### src/design/smsd_pkg.sv
// Shared types and constants of the sample mean and standard deviation block.
package smsd_pkg;

    localparam int SAMPLE_W    = 16;
    localparam int SUM_W       = 33;
    localparam int SQ_W        = 47;
    localparam int CNT_W       = 17;
    localparam int MAG_W       = 32;
    localparam int PROD_W      = 63;
    localparam int DEN_W       = 32;
    localparam int RAD_W       = 32;
    localparam int ROOT_W      = 16;
    localparam int MREM_W      = 17;
    localparam int SREM_W      = 18;

    localparam logic [CNT_W-1:0] MAX_SAMPLES = 17'd65536;

    // Serial step counts: one multiplier bit, one quotient bit, one root bit per cycle
    localparam int MUL_STEPS   = MAG_W;
    localparam int DIV_STEPS   = PROD_W;
    localparam int ROOT_STEPS  = ROOT_W;
    localparam int MUL_STEP_W  = $clog2(MUL_STEPS);
    localparam int DIV_STEP_W  = $clog2(DIV_STEPS);
    localparam int ROOT_STEP_W = $clog2(ROOT_STEPS);

    localparam int OUT_DATA_W  = 56;

    localparam logic [SAMPLE_W-1:0] MEAN_POS_MAX = 16'h7FFF;
    localparam logic [SAMPLE_W-1:0] MEAN_NEG_MIN = 16'h8000;
    localparam logic [ROOT_W-1:0]   SD_MAX       = 16'hFFFF;

    // Closed set handed from the accumulator to the finishing units
    typedef struct packed {
        logic [SUM_W-1:0] sum;
        logic [SQ_W-1:0]  sq;
        logic [CNT_W-1:0] cnt;
    } t_set;

    // Per-set moments: numerator n*Q - S^2, denominator n*(n-1), clamped mean
    typedef struct packed {
        logic [PROD_W-1:0]   num;
        logic [DEN_W-1:0]    den;
        logic [SAMPLE_W-1:0] mean;
    } t_mom;

    typedef struct packed {
        logic busy;
        logic done;
    } t_unit_stat;

endpackage

### src/design/smsd_accum.sv
// Running sum, sum of squares and count, one sample per transfer.
module smsd_accum (
    input  logic                           i_clk,
    input  logic                           i_rst_n,
    input  logic                           i_take,
    input  logic [smsd_pkg::SAMPLE_W-1:0]  i_sample,
    input  logic                           i_last,
    output logic                           o_close,
    output smsd_pkg::t_set                 o_set
);
    import smsd_pkg::*;

    logic [SUM_W-1:0]    r_running_sum, n_running_sum;
    logic [SQ_W-1:0]     r_running_square_sum, n_running_square_sum;
    logic [CNT_W-1:0]    r_items_seen, n_items_seen;
    logic                r_close;
    t_set                r_set;
    logic signed [31:0]  w_square;
    logic                w_close;

    // Square and add the new sample
    assign w_square             = $signed(i_sample) * $signed(i_sample);
    assign n_running_sum        = r_running_sum
                                  + {{(SUM_W-SAMPLE_W){i_sample[SAMPLE_W-1]}}, i_sample};
    assign n_running_square_sum = r_running_square_sum + {15'd0, 32'(w_square)};
    assign n_items_seen         = r_items_seen + 17'd1;
    assign w_close              = i_take && (i_last || n_items_seen == MAX_SAMPLES);

    // Advance the sums; on close hand the set over and clear
    always_ff @(posedge i_clk) begin
        if (!i_rst_n) begin
            r_running_sum        <= '0;
            r_running_square_sum <= '0;
            r_items_seen         <= '0;
            r_close              <= 1'b0;
        end else begin
            r_close <= w_close;
            if (w_close) begin
                r_running_sum        <= '0;
                r_running_square_sum <= '0;
                r_items_seen         <= '0;
            end else if (i_take) begin
                r_running_sum        <= n_running_sum;
                r_running_square_sum <= n_running_square_sum;
                r_items_seen         <= n_items_seen;
            end
        end
    end

    // Snapshot of the closed set
    always_ff @(posedge i_clk) begin
        if (w_close) begin
            r_set.sum <= n_running_sum;
            r_set.sq  <= n_running_square_sum;
            r_set.cnt <= n_items_seen;
        end
    end

    assign o_close = r_close;
    assign o_set   = r_set;

endmodule

### src/design/smsd_moments.sv
// Bit-serial products n*Q, S*S, n*(n-1) and the serial mean divide S/n.
module smsd_moments (
    input  logic                 i_clk,
    input  logic                 i_rst_n,
    input  logic                 i_start,
    input  smsd_pkg::t_set       i_set,
    output smsd_pkg::t_unit_stat o_stat,
    output smsd_pkg::t_mom       o_mom
);
    import smsd_pkg::*;

    logic                  r_busy, r_done;
    logic [MUL_STEP_W-1:0] r_step;
    logic [CNT_W-1:0]      r_n, r_mpl_n;
    logic [MAG_W-1:0]      r_mpl_s;
    logic [PROD_W-1:0]     r_mc_q, r_mc_s, r_acc_nq, r_acc_ss;
    logic [DEN_W-1:0]      r_mc_d, r_acc_d;
    logic [MAG_W-1:0]      r_dvd;
    logic [MREM_W-1:0]     r_rem;
    logic                  r_neg;
    logic                  w_neg;
    logic [SUM_W-1:0]      w_abs;
    logic [MREM_W:0]       w_rem_t;
    logic                  w_ge;
    logic [SAMPLE_W-1:0]   w_mean;

    assign w_neg   = i_set.sum[SUM_W-1];
    assign w_abs   = w_neg ? (SUM_W'(0) - i_set.sum) : i_set.sum;
    assign w_rem_t = {r_rem, r_dvd[MAG_W-1]};
    assign w_ge    = w_rem_t >= {1'b0, r_n};

    // Load operands, then one multiplier bit and one quotient bit per cycle
    always_ff @(posedge i_clk) begin
        if (!i_rst_n) begin
            r_busy <= 1'b0;
            r_done <= 1'b0;
            r_step <= '0;
        end else begin
            r_done <= 1'b0;
            if (i_start) begin
                r_busy <= 1'b1;
                r_step <= '0;
            end else if (r_busy) begin
                r_step <= r_step + 1'b1;
                if (r_step == MUL_STEP_W'(MUL_STEPS - 1)) begin
                    r_busy <= 1'b0;
                    r_done <= 1'b1;
                end
            end
        end
    end

    always_ff @(posedge i_clk) begin
        if (i_start) begin
            r_n      <= i_set.cnt;
            r_mpl_n  <= i_set.cnt;
            r_mpl_s  <= w_abs[MAG_W-1:0];
            r_mc_q   <= {{(PROD_W-SQ_W){1'b0}}, i_set.sq};
            r_mc_s   <= {{(PROD_W-MAG_W){1'b0}}, w_abs[MAG_W-1:0]};
            r_mc_d   <= {{(DEN_W-CNT_W){1'b0}}, i_set.cnt - 17'd1};
            r_acc_nq <= '0;
            r_acc_ss <= '0;
            r_acc_d  <= '0;
            r_dvd    <= w_abs[MAG_W-1:0];
            r_rem    <= '0;
            r_neg    <= w_neg;
        end else if (r_busy) begin
            if (r_mpl_n[0]) begin
                r_acc_nq <= r_acc_nq + r_mc_q;
                r_acc_d  <= r_acc_d + r_mc_d;
            end
            if (r_mpl_s[0]) begin
                r_acc_ss <= r_acc_ss + r_mc_s;
            end
            r_mpl_n <= r_mpl_n >> 1;
            r_mpl_s <= r_mpl_s >> 1;
            r_mc_q  <= r_mc_q << 1;
            r_mc_s  <= r_mc_s << 1;
            r_mc_d  <= r_mc_d << 1;
            r_rem   <= w_ge ? MREM_W'(w_rem_t - {1'b0, r_n}) : w_rem_t[MREM_W-1:0];
            r_dvd   <= {r_dvd[MAG_W-2:0], w_ge};
        end
    end

    // Apply the sign and clamp the mean to 16 bits
    always_comb begin
        if (!r_neg) begin
            w_mean = (r_dvd > {16'd0, MEAN_POS_MAX}) ? MEAN_POS_MAX : r_dvd[SAMPLE_W-1:0];
        end else begin
            w_mean = (r_dvd > {16'd0, MEAN_NEG_MIN}) ? MEAN_NEG_MIN
                                                      : SAMPLE_W'(16'd0 - r_dvd[15:0]);
        end
    end

    assign o_stat.busy = r_busy;
    assign o_stat.done = r_done;
    assign o_mom.num   = r_acc_nq - r_acc_ss;
    assign o_mom.den   = r_acc_d;
    assign o_mom.mean  = w_mean;

    // n*Q never falls below S*S for an exact set
    a_num_nonneg: assert property (@(posedge i_clk) disable iff (!i_rst_n)
        r_done |-> r_acc_ss <= r_acc_nq)
        else $error("moments: S*S exceeds n*Q");

    // Denominator is n*(n-1)
    a_den: assert property (@(posedge i_clk) disable iff (!i_rst_n)
        r_done |-> {32'd0, r_acc_d} == 64'(r_n) * 64'(r_n - 17'd1))
        else $error("moments: wrong denominator");

endmodule

### src/design/smsd_vardiv.sv
// Restoring divider, one quotient bit per cycle: (n*Q - S^2) / (n*(n-1)).
module smsd_vardiv (
    input  logic                          i_clk,
    input  logic                          i_rst_n,
    input  logic                          i_start,
    input  logic [smsd_pkg::PROD_W-1:0]   i_num,
    input  logic [smsd_pkg::DEN_W-1:0]    i_den,
    output smsd_pkg::t_unit_stat          o_stat,
    output logic [smsd_pkg::PROD_W-1:0]   o_quot
);
    import smsd_pkg::*;

    logic                  r_busy, r_done;
    logic [DIV_STEP_W-1:0] r_step;
    logic [DEN_W-1:0]      r_den;
    logic [PROD_W-1:0]     r_partial_quotient;
    logic [DEN_W-1:0]      r_divide_remainder;
    logic [DEN_W:0]        w_rem_t;
    logic                  w_ge;

    assign w_rem_t = {r_divide_remainder, r_partial_quotient[PROD_W-1]};
    assign w_ge    = w_rem_t >= {1'b0, r_den};

    // Step control
    always_ff @(posedge i_clk) begin
        if (!i_rst_n) begin
            r_busy <= 1'b0;
            r_done <= 1'b0;
            r_step <= '0;
        end else begin
            r_done <= 1'b0;
            if (i_start) begin
                r_busy <= 1'b1;
                r_step <= '0;
            end else if (r_busy) begin
                r_step <= r_step + 1'b1;
                if (r_step == DIV_STEP_W'(DIV_STEPS - 1)) begin
                    r_busy <= 1'b0;
                    r_done <= 1'b1;
                end
            end
        end
    end

    // Shift the dividend out at the top and the quotient in at the bottom
    always_ff @(posedge i_clk) begin
        if (i_start) begin
            r_den              <= i_den;
            r_partial_quotient <= i_num;
            r_divide_remainder <= '0;
        end else if (r_busy) begin
            r_divide_remainder <= w_ge ? DEN_W'(w_rem_t - {1'b0, r_den})
                                       : w_rem_t[DEN_W-1:0];
            r_partial_quotient <= {r_partial_quotient[PROD_W-2:0], w_ge};
        end
    end

    assign o_stat.busy = r_busy;
    assign o_stat.done = r_done;
    assign o_quot      = r_partial_quotient;

    // Final remainder stays below the divisor
    a_rem_lt_den: assert property (@(posedge i_clk) disable iff (!i_rst_n)
        r_done |-> r_divide_remainder < r_den)
        else $error("vardiv: remainder not below divisor");

endmodule

### src/design/smsd_isqrt.sv
// Digit-by-digit integer square root, one root bit per cycle.
module smsd_isqrt (
    input  logic                          i_clk,
    input  logic                          i_rst_n,
    input  logic                          i_start,
    input  logic [smsd_pkg::RAD_W-1:0]    i_rad,
    output smsd_pkg::t_unit_stat          o_stat,
    output logic [smsd_pkg::ROOT_W-1:0]   o_root
);
    import smsd_pkg::*;

    logic                   r_busy, r_done;
    logic [ROOT_STEP_W-1:0] r_step;
    logic [RAD_W-1:0]       r_rad;
    logic [SREM_W-1:0]      r_rem;
    logic [ROOT_W-1:0]      r_partial_root;
    logic [SREM_W+1:0]      w_rem_t, w_trial;
    logic                   w_ge;

    assign w_rem_t = {r_rem, r_rad[RAD_W-1 -: 2]};
    assign w_trial = {2'b00, r_partial_root, 2'b01};
    assign w_ge    = w_rem_t >= w_trial;

    // Step control
    always_ff @(posedge i_clk) begin
        if (!i_rst_n) begin
            r_busy <= 1'b0;
            r_done <= 1'b0;
            r_step <= '0;
        end else begin
            r_done <= 1'b0;
            if (i_start) begin
                r_busy <= 1'b1;
                r_step <= '0;
            end else if (r_busy) begin
                r_step <= r_step + 1'b1;
                if (r_step == ROOT_STEP_W'(ROOT_STEPS - 1)) begin
                    r_busy <= 1'b0;
                    r_done <= 1'b1;
                end
            end
        end
    end

    // Bring down two radicand bits, try root*4+1, keep or drop
    always_ff @(posedge i_clk) begin
        if (i_start) begin
            r_rad          <= i_rad;
            r_rem          <= '0;
            r_partial_root <= '0;
        end else if (r_busy) begin
            r_rad          <= r_rad << 2;
            r_rem          <= w_ge ? SREM_W'(w_rem_t - w_trial) : w_rem_t[SREM_W-1:0];
            r_partial_root <= {r_partial_root[ROOT_W-2:0], w_ge};
        end
    end

    assign o_stat.busy = r_busy;
    assign o_stat.done = r_done;
    assign o_root      = r_partial_root;

endmodule

### src/design/sample_mean_stddev.sv
// Top level: sample mean and sample standard deviation over sets of Q8.8 samples.
// Throughput: one sample per cycle while a set accumulates; tready stays low until the load.
// Sequence: after the closing transfer come start, 32 product and mean steps, 63 divide steps,
//   16 root steps, the handoffs and the output load; a single sample skips divide and root.
//   A result not yet taken holds the load back until the output register frees.
// Reset: synchronous, active low; clears sums, count, sequencer and output valid.
module sample_mean_stddev (
    input  logic        i_clk,
    input  logic        i_rst_n,
    input  logic        i_s_tvalid,
    output logic        o_s_tready,
    input  logic [15:0] i_s_tdata,   // [15:0] sample
    input  logic        i_s_tlast,   // last_sample
    output logic        o_m_tvalid,
    input  logic        i_m_tready,
    output logic [55:0] o_m_tdata,   // [15:0] mean_value, [31:16] std_deviation,
                                     // [48:32] sample_count, [55:49] zero
    output logic        o_m_tuser    // deviation_undefined
);
    import smsd_pkg::*;

    typedef enum logic [2:0] {S_ACC, S_MOM, S_DIV, S_ROOT, S_OUT} t_state;

    t_state              r_state;
    logic                w_take, w_close;
    t_set                w_set;
    t_mom                w_mom;
    t_unit_stat          w_mom_stat, w_div_stat, w_root_stat;
    logic [PROD_W-1:0]   w_quot;
    logic [ROOT_W-1:0]   w_root;
    logic                w_mom_start, w_div_start, w_root_start;
    logic [CNT_W-1:0]    r_cnt;
    logic [ROOT_W-1:0]   r_sd;
    logic                r_out_valid;
    logic [SAMPLE_W-1:0] r_out_mean;
    logic [ROOT_W-1:0]   r_out_sd;
    logic [CNT_W-1:0]    r_out_cnt;
    logic                r_out_undef;
    logic                w_undef;

    assign o_s_tready   = (r_state == S_ACC) && !w_close;
    assign w_take       = i_s_tvalid && o_s_tready;
    assign w_mom_start  = (r_state == S_ACC) && w_close;
    assign w_div_start  = (r_state == S_MOM) && w_mom_stat.done && (r_cnt != 17'd1);
    assign w_root_start = (r_state == S_DIV) && w_div_stat.done
                          && (w_quot[PROD_W-1:RAD_W] == '0);
    assign w_undef      = (r_cnt == 17'd1);

    smsd_accum u_accum (
        .i_clk    (i_clk),
        .i_rst_n  (i_rst_n),
        .i_take   (w_take),
        .i_sample (i_s_tdata),
        .i_last   (i_s_tlast),
        .o_close  (w_close),
        .o_set    (w_set)
    );

    smsd_moments u_moments (
        .i_clk   (i_clk),
        .i_rst_n (i_rst_n),
        .i_start (w_mom_start),
        .i_set   (w_set),
        .o_stat  (w_mom_stat),
        .o_mom   (w_mom)
    );

    smsd_vardiv u_vardiv (
        .i_clk   (i_clk),
        .i_rst_n (i_rst_n),
        .i_start (w_div_start),
        .i_num   (w_mom.num),
        .i_den   (w_mom.den),
        .o_stat  (w_div_stat),
        .o_quot  (w_quot)
    );

    smsd_isqrt u_isqrt (
        .i_clk   (i_clk),
        .i_rst_n (i_rst_n),
        .i_start (w_root_start),
        .i_rad   (w_quot[RAD_W-1:0]),
        .o_stat  (w_root_stat),
        .o_root  (w_root)
    );

    // Sequence the finishing units and load the output register
    always_ff @(posedge i_clk) begin
        if (!i_rst_n) begin
            r_state     <= S_ACC;
            r_out_valid <= 1'b0;
        end else begin
            // Drop valid once taken, unless a new result loads in this cycle
            if (r_out_valid && i_m_tready && r_state != S_OUT) begin
                r_out_valid <= 1'b0;
            end
            case (r_state)
                S_ACC: begin
                    if (w_close) begin
                        r_cnt   <= w_set.cnt;
                        r_state <= S_MOM;
                    end
                end
                S_MOM: begin
                    if (w_mom_stat.done) begin
                        if (w_undef) begin
                            r_sd    <= '0;
                            r_state <= S_OUT;
                        end else begin
                            r_state <= S_DIV;
                        end
                    end
                end
                S_DIV: begin
                    if (w_div_stat.done) begin
                        if (w_quot[PROD_W-1:RAD_W] != '0) begin
                            r_sd    <= SD_MAX;
                            r_state <= S_OUT;
                        end else begin
                            r_state <= S_ROOT;
                        end
                    end
                end
                S_ROOT: begin
                    if (w_root_stat.done) begin
                        r_sd    <= w_root;
                        r_state <= S_OUT;
                    end
                end
                S_OUT: begin
                    if (!r_out_valid || i_m_tready) begin
                        r_out_valid <= 1'b1;
                        r_out_mean  <= w_mom.mean;
                        r_out_sd    <= r_sd;
                        r_out_cnt   <= r_cnt;
                        r_out_undef <= w_undef;
                        r_state     <= S_ACC;
                    end
                end
                default: begin
                    r_state <= S_ACC;
                end
            endcase
        end
    end

    assign o_m_tvalid = r_out_valid;
    assign o_m_tdata  = {7'd0, r_out_cnt, r_out_sd, r_out_mean};
    assign o_m_tuser  = r_out_undef;

    // A single-sample result carries count one and zero deviation
    a_undef_result: assert property (@(posedge i_clk) disable iff (!i_rst_n)
        r_out_valid && r_out_undef |-> r_out_cnt == 17'd1 && r_out_sd == '0)
        else $error("top: undefined deviation with bad count or value");

    // No sample is taken while any finishing unit works
    a_take_idle: assert property (@(posedge i_clk) disable iff (!i_rst_n)
        w_take |-> !w_mom_stat.busy && !w_div_stat.busy && !w_root_stat.busy)
        else $error("top: sample taken while a set is being finished");

endmodule
### config.mk
export PLATFORM = sky130hd
export DESIGN_NAME = sample_mean_stddev
export DESIGN_NICKNAME = d
export VERILOG_FILES = /design/src/design/smsd_pkg.sv /design/src/design/smsd_accum.sv /design/src/design/smsd_moments.sv /design/src/design/smsd_vardiv.sv /design/src/design/smsd_isqrt.sv /design/src/design/sample_mean_stddev.sv
export SDC_FILE = /design/constraint.sdc
export NUM_CORES = 2
export LEC_CHECK = 0
export BUFFER_PORTS_ARGS = -buffer_cell sky130_fd_sc_hd__clkbuf_2
export CAP_MARGIN = 20
export CORE_MARGIN = 2
export CORE_UTILIZATION = 35
export CTS_CLUSTER_SIZE = 16
export DETAILED_ROUTE_END_ITERATION = 8
export PLACE_DENSITY = 0.61
export SYNTH_ARGS = -nofsm -noshare
export SYNTH_HDL_FRONTEND = slang
export SYNTH_HIERARCHICAL = 1
export SYNTH_SLANG_ARGS = --single-unit
### constraint.sdc
create_clock -name i_clk -period 17.94 [get_ports i_clk]
set_input_delay 3.588 -clock i_clk [delete_from_list [all_inputs] [get_ports i_clk]]
set_output_delay 3.588 -clock i_clk [all_outputs]
set_load 0.02 [all_outputs]
**Word-level counts from Yosys, hierarchy flattened**

Index checks and enable logic that the tools add are counted.

- Bits of input ports: 21
- Word-level logic and storage cells: 175
- Output and inout bits: 59
- Bits in registers: 928

- $add $sub $neg: 16
- Magnitude comparators: 5
- Multiplexer cells: 52
- $mul: 1
- Bitwise operators: 4
- Reductions and logical operators: 34
- Equality and inequality tests: 18

Operators by type and width:

| cell | count |
|---|---|
| $mux W32 | 10 |
| $mux W16 | 8 |
| $add A63 B63 Y63 | 2 |
| $mux W63 | 2 |
| $mux W47 | 2 |
| $mux W17 | 5 |
| $sub A63 B63 Y63 | 1 |
| $pmux W16 S3 | 1 |
| $add A47 B32 Y47 | 1 |
| $add A33 B33 Y33 | 1 |
| $ge A33 B32 Y1 | 1 |
| $add A32 B32 Y32 | 1 |
| $gt A32 B15 Y1 const B | 1 |
| $gt A32 B16 Y1 const B | 1 |
| $mul A16 B16 Y32 | 1 |
| $sub A1 B32 Y32 const A | 1 |
| $sub A32 B32 Y32 | 1 |
| $logic_not A31 Y1 | 1 |
| $reduce_bool A31 Y1 | 1 |
| $mux W3 | 7 |
| $ge A20 B18 Y1 | 1 |
| $ge A18 B17 Y1 | 1 |
| $mux W18 | 1 |
| $sub A18 B18 Y18 | 1 |
| other kinds (34) | 77 |

**Longest topological paths before layout**

- Depth in word-level cells: 5
- Mapped depth: 38

**Hierarchy**

Netlist, hierarchy kept.

Modules (own cells, without submodules):

| module | instances | sequential area each (um^2) | cells each | area an instance (um^2) |
|---|---|---|---|---|
| smsd_moments | 1 | 10740.3 | 3708 | 31049.8 |
| smsd_accum | 1 | 4874.7 | 2021 | 19428.6 |
| smsd_vardiv | 1 | 3653.5 | 659 | 7238.2 |
| smsd_isqrt | 1 | 1761.7 | 394 | 4107.7 |
| sample_mean_stddev | 1 | 2572.5 | 191 | 3155.5 |

**Least setup slack after synthesis**

Ideal clock, no wire load.

- Kind: input-to-reg
- Start: input i_s_tdata[4]
- End: register u_accum.r_running_square_sum[35]
- Arrival: 11026 ps
- Required time: 17825 ps
- Stages: 32
- Library setup time: 115 ps
- Setup slack: 6799 ps
- Cells stage by stage: clkbuf_1 -> clkbuf_1 -> nand2_1 -> fa_1 -> inv_1 -> fa_1 -> fa_1 -> fa_1 -> fa_1 -> inv_1 -> fa_1 -> inv_1 -> ha_1 -> a21o_1 -> a21oi_1 -> o21a_1 -> o31a_1 -> a2bb2oi_1 -> nand2b_1 -> a41oi_1 -> xnor2_1 -> ha_1 -> a21oi_1 -> o21bai_1 -> a21oi_1 -> nand2b_1 -> a2111oi_0 -> o31ai_1 -> and3_1 -> and3_1 -> xnor2_1 -> nor2_1

- Word-level cells in the longest chain between the ends: 2

RTL lines:

| element | line | source |
|---|---|---|
| from (decl) | sample_mean_stddev.sv:12 | `input logic [15:0] i_s_tdata,` |
| $mul A16 B16 Y32 | smsd_accum.sv:22 | `assign w_square = $signed(i_sample) * $signed(i_sample);` |
| $add A47 B32 Y47 | smsd_accum.sv:25 | `assign n_running_square_sum = r_running_square_sum + {15'd0, 32'(w_square)};` |
| to (signal assigned) | smsd_accum.sv:44 | `r_running_square_sum <= n_running_square_sum;` |
| to (decl) | smsd_accum.sv:14 | `logic [SQ_W-1:0] r_running_square_sum, n_running_square_sum;` |

No other way between the ends.
A chain may end at the register's enable or synchronous reset.

**Final worst setup path**

- Start: input i_s_tdata[15]
- End: register u_accum.r_set (netlist bit u_accum/o_set[63]), data pin

- Word-level cells in the longest chain between the ends: 2

RTL lines:

| element | line | source |
|---|---|---|
| $mul A16 B16 Y32 | smsd_accum.sv:22 |  |
| $add A47 B32 Y47 | smsd_accum.sv:25 |  |
| via u_accum.n_running_square_sum[46] | smsd_accum.sv:14 |  |
| to (decl) | smsd_accum.sv:17 | `t_set r_set;` |

The timed path passes the listed nets, and every way through them passes these cells.

==> metrics.yaml <==
status: "finished clean"
cts_sinks: 928
worstPathRequired_ns: 18.41
whs_endpoint: "r_out_sd[4]"
avgSynthCellArea_um2: 9.320
grt_max_degree: 164
dpl_cell_area_mm2: 0.06754
start_kind: "input pin"
r2r_cells: 15
cts_setup_buffers: 0
ios: 80
htree_levels: 3
holdCritStartpoint: "r_sd[4]"
final_common_cell: "inv_1"
slowest_delay_ns: 0.72
cts_root_buf: "clkbuf_16"
fin_setup_tns_ns: 0
worst_path_most_repeated_cell: "fa_1"
vdd_ir_drop_max_v: 0.0003750
layout_common_cells: "674 x inv_1, 653 x nand2_1, 537 x nor2_1"
dieArea_mm2: 0.1891
cts.reportedPaths.clkPinSlew_ns: 0.06
path_class: "input pin to flop"
grt_antenna_before_repair: 2
drv_slew: 0
ant_nets: 0
fp.coreArea_mm2: 0.1848
fin_worst_skew_ns: 0.06631
worstPathMaxFanout: 38
yosysWarnings: 6
cp.arrival_ns: 12.27
initialDrtViolationCount: 3314
area_growth_pct: 9.666
drive_gt1_share_pct: 7.814
drt_wl_total_mm: 163.8
grt_pass1_vias: 48850
hold_path.class: "flop to flop"
max_slew_margin_pct: 28.50
clk_path_buf_depth: 3
grt_overflow: 0
routedWlPerCell_um: 17.32
synth_cells: 6970
vias: 49300
power_leakage_nw: 29.82
grt_pass1_wl_mm: 264.8
grt_usage_pct: 16.91
cp-end-kind: "flop"
hpwl_mm: 122.5
ctsHoldBuffers: 0
die_x_um: 434.8
finalHoldViolations: 0
reg2reg_to: "u_vardiv/o_quot[55]"
drt_first_pass_iters: 6
min_period_ns: 11.79
gp_congestion: 0.9197
cp_slowest_cell: "fa_1"
rsz0062_at_grt: "no"
drc: 0
die_y_um: 434.8
via_per_inst: 5.214
stdcell_area_mm2: 0.07124
netlist_area_mm2: 0.06496
port_buffers: 72
tightest_slew_ns: 1.069
drv_cap: 0
setup_viol: 0
finalCritPeriodShare_pct: 65.75
cts_tree: "done"
holdPathStages: 0
rows: 158
cts_resized: 0
cts_buffers: 103
fmax_mhz: 84.78
worstReg2RegStart: "u_moments/r_acc_ss[1]"
reg2reg_slack_ns: 13.20
nets: 7598
clk-insertion-delay-late_ns: 0.75
initial_core_util_pct: 35.14
powerDensity_mw_per_mm2: 199.8
[power breakdown]
| part | switching [W] | leakage (nW) | total (W) | internal, W |
|---|---|---|---|---|
| sequential | 0.000161 | 8.21 | 0.00286 | 0.00270 |
| combinational | 0.00540 | 19.8 | 0.00907 | 0.00367 |
| clock | 0.000942 | 1.78 | 0.00229 | 0.00135 |
[flip-flops by register name, indices dropped and copies added, names as in the netlist, 18 cells and up]
| name | count |
|---|---|
| u_vardiv/r_divide_remainder | 32 |
| u_moments/r_dvd | 32 |
| u_moments/r_mc_s | 63 |
| u_moments/r_acc_ss | 63 |
| u_moments/r_mc_d | 32 |
| u_moments/r_acc_nq | 63 |
| u_moments/r_acc_d | 32 |
| u_accum/r_running_sum | 33 |
| u_isqrt/r_rem | 18 |
| u_vardiv/r_den | 32 |
| u_isqrt/r_rad | 32 |
| u_moments/r_mpl_s | 32 |
| u_vardiv/o_quot | 63 |
| u_moments/r_mc_q | 63 |
| u_accum/o_set | 97 |
| u_accum/r_running_square_sum | 47 |
[routing by layer]
layer,global-route usage (%),vias up,wire [um]
li1,-,24320,-
met4,4.906,0,4653
met1,22.79,23700,76090
met3,2.052,246,6428
met5,0,-,0
met2,28.35,1034,76630
[per-stage QoR]
step / worst slack (ns) / total power, W / util, % / instances / hold slack, ns
2_1_floorplan: 6.799 / 0.009878 / - / 6976 / 0.4003
4_1_cts: 6.155 / 0.01429 / 38.54 / 9455 / 0.4188
3_5_place_dp: 5.365 / 0.01193 / 36.54 / 9259 / 0.4045
6_report: 6.145 / 0.01423 / 38.54 / 9456 / 0.4169
5_1_grt: 5.476 / 0.01557 / 38.54 / 9455 / 0.4254
3_3_place_gp: 5.408 / 0.01177 / 36.53 / 9258 / 0.4043
[worst max-delay path by stage]
stage / startpoint / to / slack (ns) / depth (start not counted)
final: i_s_tdata[15] / u_accum/o_set[63] / 6.15 / 36
after global routing: i_s_tdata[15] / u_accum/o_set[63] / 5.48 / 36
after CTS: i_s_tdata[15] / u_accum/o_set[63] / 6.15 / 36
after detailed placement: i_s_tdata[15] / u_accum/o_set[63] / 5.36 / 36
after global placement: i_s_tdata[15] / u_accum/r_running_square_sum[35] / 5.41 / 37
after floorplan: i_s_tdata[4] / u_accum/r_running_square_sum[35] / 6.80 / 32
[final cells by class]
cell class              instances  area, um2
repair buffers                117      743.2
fillers                     18440     113600
diodes                          1      2.502
multi-input cells            5056      37540
well taps                    2480       3103
clock inverters                63      843.3
inverters                     678       2549
flip-flops and latches        928      23610
clock buffers                 133       2849
[worst max-delay path, delay by kind of cell]
kind                       cells  cell delay [ns]
and+or+nand+nor                5             0.64
AOI/OAI and AO/OA             13             2.34
adders and majority gates      8             3.94
xor gates and xnor gates       2             0.29
buffers and inverters          8             1.42
No activity file was read; power rests on OpenSTA's default activity.
